--- src/rtl/lgen_pkg.sv ---
// Shared types, constants and helpers for the Life generations block.
`default_nettype none

package lgen_pkg;

  localparam int unsigned MAX_SIZE = 32;
  localparam int unsigned ROW_W    = 32;
  localparam int unsigned ADDR_W   = 5;
  localparam int unsigned CNT_W    = 6;
  localparam int unsigned GEN_W    = 10;
  localparam int unsigned CFG_W    = 10;
  localparam int unsigned NCNT_W   = 4;
  localparam int unsigned OUT_DW   = 40;

  localparam logic [CNT_W-1:0] SIZE_MIN  = 6'd3;
  localparam logic [CNT_W-1:0] SIZE_MAX  = 6'd32;
  localparam logic [CNT_W-1:0] SIZE_RST  = 6'd5;
  localparam logic [GEN_W-1:0] GENS_RST  = 10'd1;

  // Neighbor counts of the B3/S23 rule
  localparam logic [NCNT_W-1:0] NB_SURVIVE = 4'd2;
  localparam logic [NCNT_W-1:0] NB_BIRTH   = 4'd3;

  // Configuration register indexes
  localparam logic CFG_GRID_SIZE   = 1'b0;
  localparam logic CFG_GENERATIONS = 1'b1;

  typedef enum logic [1:0] {
    ST_LOAD,
    ST_GEN,
    ST_EMIT
  } state_e;

  // Tag that travels with a memory read during a generation sweep or emission
  typedef struct packed {
    logic             vld;
    logic             ok;
    logic [CNT_W-1:0] row;
  } rd_tag_t;

  // Control into the row unit: which center row the window holds
  typedef struct packed {
    logic              vld;
    logic [ADDR_W-1:0] row;
  } row_tag_t;

  // Clamp the configured size to the supported range
  function automatic logic [CNT_W-1:0] eff_size(input logic [CNT_W-1:0] s);
    logic [CNT_W-1:0] r;
    r = s;
    if (s < SIZE_MIN) r = SIZE_MIN;
    if (s > SIZE_MAX) r = SIZE_MAX;
    return r;
  endfunction

  // Ones in the columns that are in use
  function automatic logic [ROW_W-1:0] row_mask(input logic [CNT_W-1:0] n);
    logic [ROW_W-1:0] m;
    if (n >= SIZE_MAX) m = '1;
    else m = (ROW_W'(1) << n[ADDR_W-1:0]) - ROW_W'(1);
    return m;
  endfunction

endpackage

`default_nettype wire

--- src/rtl/lgen_lane.sv ---
// One cell lane: counts the eight Moore neighbors and applies the Life rule.
`default_nettype none

module lgen_lane
  import lgen_pkg::*;
(
  input  logic [2:0] above_i,  // columns j-1, j, j+1
  input  logic [2:0] here_i,
  input  logic [2:0] below_i,
  output logic       next_o
);

  logic [NCNT_W-1:0] cnt;

  // Sum the neighbors, the cell itself excluded
  assign cnt = NCNT_W'(above_i[0]) + NCNT_W'(above_i[1]) + NCNT_W'(above_i[2])
             + NCNT_W'(here_i[0])  + NCNT_W'(here_i[2])
             + NCNT_W'(below_i[0]) + NCNT_W'(below_i[1]) + NCNT_W'(below_i[2]);

  // Born with three, survive with two or three
  assign next_o = (cnt == NB_BIRTH) || (here_i[1] && (cnt == NB_SURVIVE));

endmodule

`default_nettype wire

--- src/rtl/lgen_row.sv ---
// Row unit: one lane per column, merged into the registered next-generation row.
`default_nettype none

module lgen_row
  import lgen_pkg::*;
(
  input  logic             clk_i,
  input  logic             rst_ni,
  input  row_tag_t         tag_i,
  input  logic [ROW_W-1:0] above_i,
  input  logic [ROW_W-1:0] here_i,
  input  logic [ROW_W-1:0] below_i,
  input  logic [ROW_W-1:0] mask_i,
  output row_tag_t         tag_o,
  output logic [ROW_W-1:0] cells_o
);

  logic [ROW_W+1:0] above_pad, here_pad, below_pad;
  logic [ROW_W-1:0] lanes;
  row_tag_t         tag_d, tag_q;
  logic [ROW_W-1:0] cells_d, cells_q;

  // Dead cells beyond both edges
  assign above_pad = {1'b0, above_i, 1'b0};
  assign here_pad  = {1'b0, here_i, 1'b0};
  assign below_pad = {1'b0, below_i, 1'b0};

  for (genvar j = 0; j < ROW_W; j++) begin : g_lane
    lgen_lane u_lane (
      .above_i (above_pad[j+2:j]),
      .here_i  (here_pad[j+2:j]),
      .below_i (below_pad[j+2:j]),
      .next_o  (lanes[j])
    );
  end

  // Merge lanes and drop columns outside the grid
  assign cells_d = lanes & mask_i;
  assign tag_d   = tag_i;

  always_ff @(posedge clk_i or negedge rst_ni) begin
    if (!rst_ni) begin
      tag_q <= '0;
    end else begin
      tag_q <= tag_d;
    end
  end

  always_ff @(posedge clk_i) begin
    cells_q <= cells_d;
  end

  assign tag_o   = tag_q;
  assign cells_o = cells_q;

endmodule

`default_nettype wire

--- src/rtl/life_automaton_generations.sv ---
// Top level: grid memory, load/sweep/emit sequencer and row window.
//
//   channel   | dir | transfer moves
//   s_axis    | in  | one grid row, tlast on the final row
//   m_axis    | out | one final row with its index, tlast on the last row
//   cfg       | in  | register write, index 0 grid_size, 1 generations
//
// Loading takes one row per cycle into the single-port-write grid memory.
// Each generation sweeps rows 0..n through the memory read port and the
// 32-lane row unit. Emission passes each row through the registered memory
// read, then the output register, and issues no new read while one is in
// flight. Reset is asynchronous and needs no clearing pass: rows past the
// load count read as dead. Input is held off from the last row until the
// final row transfer; output stalls simply hold the sequencer.
`default_nettype none

module life_automaton_generations
  import lgen_pkg::*;
(
  input  logic              clk_i,
  input  logic              rst_ni,
  // cfg
  input  logic              cfg_we_i,
  input  logic              cfg_idx_i,
  input  logic [CFG_W-1:0]  cfg_data_i,
  // input stream
  input  logic              s_axis_tvalid,
  output logic              s_axis_tready,
  input  logic [ROW_W-1:0]  s_axis_tdata,   // [31:0] row_cells
  input  logic              s_axis_tlast,   // row_last
  // output stream
  output logic              m_axis_tvalid,
  input  logic              m_axis_tready,
  output logic [OUT_DW-1:0] m_axis_tdata,   // [31:0] out_row_cells, [36:32] out_row_index
  output logic              m_axis_tlast    // out_last
);

  state_e            state_q, state_d;
  logic [CNT_W-1:0]  size_q;
  logic [GEN_W-1:0]  gens_q;
  logic [CNT_W-1:0]  cnt_q, cnt_d;
  logic [GEN_W-1:0]  gleft_q, gleft_d;
  logic [CNT_W-1:0]  ptr_q, ptr_d;
  logic [CNT_W-1:0]  eptr_q, eptr_d;
  rd_tag_t           tag_q, tag_d;
  rd_tag_t           etag_q, etag_d;
  logic              win_vld_q, win_vld_d;
  logic [CNT_W-1:0]  win_row_q, win_row_d;
  logic [ROW_W-1:0]  above_q, here_q, below_q;
  logic              out_vld_q, out_vld_d;
  logic [ROW_W-1:0]  out_cells_q;
  logic [ADDR_W-1:0] out_row_q;
  logic              out_last_q;

  logic [CNT_W-1:0]  n_eff;
  logic [ROW_W-1:0]  mask;
  logic              in_xfer, out_xfer;
  logic              rd_en, wr_en;
  logic [ADDR_W-1:0] rd_addr, wr_addr;
  logic [ROW_W-1:0]  wr_data, rdata_q;
  logic [ROW_W-1:0]  grid_mem [MAX_SIZE];
  logic              sweep_start, gen_done, emit_issue;
  row_tag_t          row_in, row_out;
  logic [ROW_W-1:0]  row_cells;
  logic [ADDR_W-1:0] last_row;

  assign n_eff    = eff_size(size_q);
  assign mask     = row_mask(n_eff);
  assign last_row = ADDR_W'(n_eff - CNT_W'(1));
  assign in_xfer  = s_axis_tvalid && s_axis_tready;
  assign out_xfer = m_axis_tvalid && m_axis_tready;

  // Configuration registers
  always_ff @(posedge clk_i or negedge rst_ni) begin
    if (!rst_ni) begin
      size_q <= SIZE_RST;
      gens_q <= GENS_RST;
    end else if (cfg_we_i) begin
      unique case (cfg_idx_i)
        CFG_GRID_SIZE:   size_q <= cfg_data_i[CNT_W-1:0];
        CFG_GENERATIONS: gens_q <= cfg_data_i[GEN_W-1:0];
        default:         ;
      endcase
    end
  end

  // Row unit: center row is one behind the newest row in the window
  assign row_in.vld = win_vld_q && (win_row_q != '0);
  assign row_in.row = ADDR_W'(win_row_q - CNT_W'(1));

  lgen_row u_row (
    .clk_i   (clk_i),
    .rst_ni  (rst_ni),
    .tag_i   (row_in),
    .above_i (above_q),
    .here_i  (here_q),
    .below_i (below_q),
    .mask_i  (mask),
    .tag_o   (row_out),
    .cells_o (row_cells)
  );

  assign gen_done = (state_q == ST_GEN) && row_out.vld && (row_out.row == last_row);

  // Next state
  always_comb begin
    state_d = state_q;
    unique case (state_q)
      ST_LOAD: begin
        if (in_xfer && s_axis_tlast) state_d = (gens_q == '0) ? ST_EMIT : ST_GEN;
      end
      ST_GEN: begin
        if (gen_done && (gleft_q == GEN_W'(1))) state_d = ST_EMIT;
      end
      ST_EMIT: begin
        if (out_xfer && m_axis_tlast) state_d = ST_LOAD;
      end
      default: state_d = ST_LOAD;
    endcase
  end

  // Outputs of the sequencer: memory ports and sweep control
  always_comb begin
    s_axis_tready = 1'b0;
    rd_en         = 1'b0;
    rd_addr       = '0;
    wr_en         = 1'b0;
    wr_addr       = '0;
    wr_data       = '0;
    sweep_start   = 1'b0;
    emit_issue    = 1'b0;
    unique case (state_q)
      ST_LOAD: begin
        s_axis_tready = 1'b1;
        wr_en         = in_xfer && (cnt_q < n_eff);
        wr_addr       = cnt_q[ADDR_W-1:0];
        wr_data       = s_axis_tdata;
        sweep_start   = in_xfer && s_axis_tlast;
      end
      ST_GEN: begin
        rd_en       = (ptr_q <= n_eff);
        rd_addr     = ptr_q[ADDR_W-1:0];
        wr_en       = row_out.vld;
        wr_addr     = row_out.row;
        wr_data     = row_cells;
        sweep_start = gen_done;
      end
      ST_EMIT: begin
        emit_issue = (eptr_q < n_eff) && !etag_q.vld && (!out_vld_q || m_axis_tready);
        rd_en      = emit_issue;
        rd_addr    = eptr_q[ADDR_W-1:0];
      end
      default: ;
    endcase
  end

  // Grid memory, registered read
  always_ff @(posedge clk_i) begin
    if (wr_en) grid_mem[wr_addr] <= wr_data;
    if (rd_en) rdata_q <= grid_mem[rd_addr];
  end

  // Load count, generation count, read pointers and tags
  always_comb begin
    cnt_d   = cnt_q;
    gleft_d = gleft_q;
    ptr_d   = ptr_q;
    eptr_d  = eptr_q;
    tag_d   = '0;
    etag_d  = etag_q;

    if (in_xfer) cnt_d = (cnt_q < n_eff) ? cnt_q + CNT_W'(1) : n_eff;
    if (in_xfer && s_axis_tlast) begin
      gleft_d = gens_q;
      eptr_d  = '0;
    end

    if ((state_q == ST_GEN) && rd_en) begin
      tag_d.vld = 1'b1;
      tag_d.ok  = (ptr_q < cnt_q);
      tag_d.row = ptr_q;
      ptr_d     = ptr_q + CNT_W'(1);
    end
    if (gen_done) begin
      gleft_d = gleft_q - GEN_W'(1);
      cnt_d   = n_eff;
    end
    if (sweep_start) ptr_d = '0;

    if (etag_q.vld) etag_d.vld = 1'b0;
    if (emit_issue) begin
      etag_d.vld = 1'b1;
      etag_d.ok  = (eptr_q < cnt_q);
      etag_d.row = eptr_q;
      eptr_d     = eptr_q + CNT_W'(1);
    end
    if (out_xfer && m_axis_tlast) cnt_d = '0;
  end

  // Window advances when read data arrives
  always_comb begin
    win_vld_d = tag_q.vld;
    win_row_d = tag_q.row;
  end

  always_ff @(posedge clk_i) begin
    if (sweep_start) begin
      above_q <= '0;
      here_q  <= '0;
      below_q <= '0;
    end else if (tag_q.vld) begin
      above_q <= here_q;
      here_q  <= below_q;
      below_q <= tag_q.ok ? (rdata_q & mask) : '0;
    end
  end

  // Output register loads from the emit read
  assign out_vld_d = etag_q.vld ? 1'b1 : (out_xfer ? 1'b0 : out_vld_q);

  always_ff @(posedge clk_i) begin
    if (etag_q.vld) begin
      out_cells_q <= etag_q.ok ? (rdata_q & mask) : '0;
      out_row_q   <= etag_q.row[ADDR_W-1:0];
      out_last_q  <= (etag_q.row[ADDR_W-1:0] == last_row);
    end
  end

  always_ff @(posedge clk_i or negedge rst_ni) begin
    if (!rst_ni) begin
      state_q   <= ST_LOAD;
      cnt_q     <= '0;
      gleft_q   <= '0;
      ptr_q     <= '0;
      eptr_q    <= '0;
      tag_q     <= '0;
      etag_q    <= '0;
      win_vld_q <= 1'b0;
      win_row_q <= '0;
      out_vld_q <= 1'b0;
    end else begin
      state_q   <= state_d;
      cnt_q     <= cnt_d;
      gleft_q   <= gleft_d;
      ptr_q     <= ptr_d;
      eptr_q    <= eptr_d;
      tag_q     <= tag_d;
      etag_q    <= etag_d;
      win_vld_q <= win_vld_d;
      win_row_q <= win_row_d;
      out_vld_q <= out_vld_d;
    end
  end

  assign m_axis_tvalid = out_vld_q;
  assign m_axis_tdata  = {3'b000, out_row_q, out_cells_q};
  assign m_axis_tlast  = out_last_q;

endmodule

`default_nettype wire

--- config.mk ---
export PLATFORM = sky130hd
export DESIGN_NAME = life_automaton_generations
export DESIGN_NICKNAME = d
export VERILOG_FILES = /design/src/rtl/lgen_pkg.sv /design/src/rtl/lgen_lane.sv /design/src/rtl/lgen_row.sv /design/src/rtl/life_automaton_generations.sv
export SDC_FILE = /design/constraint.sdc
export NUM_CORES = 2
export LEC_CHECK = 0
export BUFFER_PORTS_ARGS = -buffer_cell sky130_fd_sc_hd__buf_4
export CORE_UTILIZATION = 40
export DETAILED_ROUTE_END_ITERATION = 12
export GPL_ROUTABILITY_DRIVEN = 0
export PLACE_DENSITY = 0.68
export SYNTH_ARGS = -nofsm -noshare
export SYNTH_HDL_FRONTEND = slang
export SYNTH_SLANG_ARGS = --single-unit
--- constraint.sdc ---
create_clock -name clk_i -period 5 [get_ports clk_i]
set_input_delay 1 -clock clk_i [delete_from_list [all_inputs] [get_ports clk_i]]
set_output_delay 1 -clock clk_i [all_outputs]
set_load 0.01 [all_outputs]
==> summary.txt <==
Run status
  • Status: complete, no violations

Timing
  • Worst-margin pin slew: between 1 and 1.5 ns
  • Fin. max-slew vios: 0
  • Final setup violation count: 0
  • Setup Skew: 0.0324 ns
  • RSZ-0062 raised after global routing: false
  • Slew margin rel.: 0.162
  • Final worst-path cycle share: 0.883
  • Post-route setup TNS: 0 ns
  • Min cycle time layout: approximately 4.4 ns
  • Fmax: 227 MHz
  • Hold violation count in the final report: 0

Logic synthesis
  • Warnings from Yosys: 0
  • Distinct cells, synth: 93
  • Sequential element share of the synthesized area: 0.651
  • Prevailing post-synth register cell: edfxtp_1
  • Number of synthesized flops with an enable pin: 1094
  • Fraction of registers with async set/reset: 0.0578
  • Cell Area, Synth: 57300 sq um
  • Flops & latches, synth: 1297
  • Cells after Synth: between 3000 and 4000
  • Mean Syn Cell Area: 15.4 sq um

Detailed routing
  • Avg WL per Cell: 24.2 microns
  • Initial DRC count: roughly 3700
  • First drt pass iteration count: 8
  • DR vias: between 30000 and 40000
  • Final ANT Viol Nets: 0
  • Vias/cell: 5.61
  • # DRC: 0
  • Total wire length: 142000 microns

Clocking
  • Clock network latency to the later pin of the worst-skew pair: a little under 0.8 ns
  • Num Clock Sinks: around 1300
  • Setup Buffers After CTS: 0
  • Cts-stage hold buffer count: 0
  • CTS clk-pin slew, worst paths: ~0.070 ns
  • Clock tree buffer depth: 3
  • Cts bufs inserted: around 130
  • H-tree Lvls: 4
  • Clk root buf: clkbuf_16
  • CTS resizes: 0
  • CTS tree: yes

Critical path
  • WS Path Type: register to register
  • Req. time, crit path: ~5.5 ns
  • Worst reg2reg setup slack: 0.59 ns
  • R2R Path Start: size_q[4]$_DFFE_PN0P_
  • Worst r2r path cells: 11
  • Worst Path Max Fanout: 12
  • CP arrival: 4.88 ns
  • Startpoint types: register
  • Crit end category: register
  • RR Endpoint: grid_mem[29][15]$_DFFE_PP_

Global routing
  • Global-route wire length before repair: between 200000 and 250000 microns
  • Overall Global Routing Usage: 0.196
  • Initial antenna violation count: 5
  • Vias in the first global route: 32400
  • Largest net degree at the start of global routing: 85
  • Aggregate global routing overflow: 0

Power
  • Clock share of power: 0.272
  • Pleak: roughly 0.023 uW
  • Overall power: 35400 uW
  • Sequential Power Share: 0.420
  • P_int: 23000 uW
  • Switching share of power: 0.350
  • Comb power frac: 0.308
  • VDD IR max: 0.490 mV
  • Switching power: 12400 uW
  • Pwr dens: 545 nW/um^2

Floorplan
  • Core area: 142000 sq um
  • Top-level I/O count: 92
  • Die W: 380 microns
  • Initial Util: 0.404
  • Die area: 145000 sq um
  • DIE HEIGHT: 380 microns
  • # rows: 138

Min path
  • Hold endpoint: win_row_q[1]$_DFF_PN0_
  • Hold path startpoint: win_row_d[1]$_DFF_PN0_
  • Hold Path Class: register to register
  • Hold depth: 0

Placement
  • Input/output buffers: 88
  • DP HPWL: 96000 microns

Layout
  • Final core occ: 0.458
  • Commonest cells after routing, fill and taps aside: 1094 x edfxtp_1, 332 x inv_1, 237 x nand2_1, 192 x mux4_2, 181 x nor2_1
  • # nets final: 4165
  • P&R area growth vs syn: 13.5%
  • Share of layout cells above drive strength 1: 0.174
  • Most common cell after layout, fill and taps aside: edfxtp_1

Flow run
  • Max-Cap Viols: 0
[registers in the layout, indices dropped and copies added, names as in the netlist, 7 cells and up]
name	count
grid_mem	1024
above_q	32
below_q	32
here_q	32
out_cells_q	32
rdata_q	32
u_row.cells_o	32
gens_q	10
gleft_q	10
etag_q	7
[worst max-delay path, cell delays in order, from the launching register on]
cell      delay, ns
dfrtp_1        0.39
nor3_2         0.48
o21ai_0        0.21
ha_1           0.32
o21ai_0        0.20
a21oi_1        0.13
a221oi_1       0.42
nand2_1        0.29
nand2_1        0.22
nand2_1        0.55
nor2_4         0.59
buf_4          0.29
[worst max path at each step]
| stage | slack, ns | end | start |
|---|---|---|---|
| finish | 0.59 | grid_mem[29][15]$_DFFE_PP_ | size_q[4]$_DFFE_PN0P_ |
| global route | 0.28 | grid_mem[29][11]$_DFFE_PP_ | size_q[4]$_DFFE_PN0P_ |
| CTS | 0.65 | grid_mem[29][29]$_DFFE_PP_ | size_q[4]$_DFFE_PN0P_ |
| floorplan | 0.53 | grid_mem[17][0]$_DFFE_PP_ | size_q[5]$_DFFE_PN0P_ |
| global placement | 0.67 | grid_mem[29][22]$_DFFE_PP_ | size_q[4]$_DFFE_PN0P_ |
| detailed placement | 0.68 | grid_mem[29][22]$_DFFE_PP_ | size_q[4]$_DFFE_PN0P_ |
[cells in the mapped netlist, types with 10 or more instances]
cell	instances	area [sq um]
o211ai_1	10	75.1
dfrtp_1	72	1800
clkbuf_1	112	420
ha_1	135	1690
a221oi_1	66	578
a21oi_1	88	440
edfxtp_1	1094	32900
mux2i_1	162	1620
a32oi_1	41	359
buf_4	20	150
nor2_1	213	800
a22oi_1	11	82.6
nand2_1	240	901
nor4_1	24	150
inv_1	332	1250
o211a_1	31	310
a31oi_1	21	131
mux2_2	21	236
and2_1	21	131
nand3_1	89	445
dfxtp_1	128	2560
xor2_1	19	166
and3_1	23	144
a22o_1	39	342
o21ai_0	49	245
xnor2_1	18	158
o22ai_1	42	263
fa_1	124	2480
nor2b_1	28	175
nor3_1	25	125
a21o_1	11	82.6
mux4_2	192	4320
a2111oi_0	19	166
buf_2	47	235
[per-stage QoR]
stage | cell area, sq um | hold slack (ns) | setup WS (ns) | std cells
floorplan | 57300 | 0.331 | 0.535 | 3722
global placement | 60700 | 0.333 | 0.669 | 5613
detailed placement | 60700 | 0.336 | 0.678 | 5613
CTS | 65000 | 0.340 | 0.654 | 5847
global route | 65000 | 0.340 | 0.283 | 5848
finish | 65000 | 0.343 | 0.587 | 5849
[metal layers]
layer  GRT usage  routed length, microns  vias to the layer above
li1            -                       -                    14400
met1       0.284                   60700                    16800
met2       0.300                   65800                     1471
met3      0.0346                   11800                      212
met4      0.0603                    3330                        0
met5           0                       0                        -
[layout make-up]
| class | instances | area (sq um) |
|---|---|---|
| antenna | 2 | 5.00 |
| multi-input combinational | 1899 | 18200 |
| sequential | 1297 | 37300 |
| inverter | 335 | 1260 |
| clock inverter | 68 | 724 |
| tap | 1890 | 2360 |
| clock buffer | 166 | 3510 |
| fill | 12100 | 76800 |
| timing repair buffer | 192 | 1620 |
[power groups by stage]
stage,logic [uW],clock network (uW),registers (uW)
6_report,10900,9620,14900
5_1_grt,12000,10200,15000
4_1_cts,10900,9790,14900
3_5_place_dp,10900,0,15100
3_3_place_gp,10600,0,15100
2_1_floorplan,7130,0,14600
[cells by family after synthesis]
logic type / synth area share
flip-flops: 0.651
AND/OR/NAND/NOR: 0.0583
buffers and inverters: 0.0371
AO/OA/AOI/OAI: 0.0662
multiplexers: 0.108
adder cells (fa/ha/maj): 0.0729
XOR/XNOR: 0.00605
other: 0.0000655
Note: power is estimated with default switching activity, not from simulation.
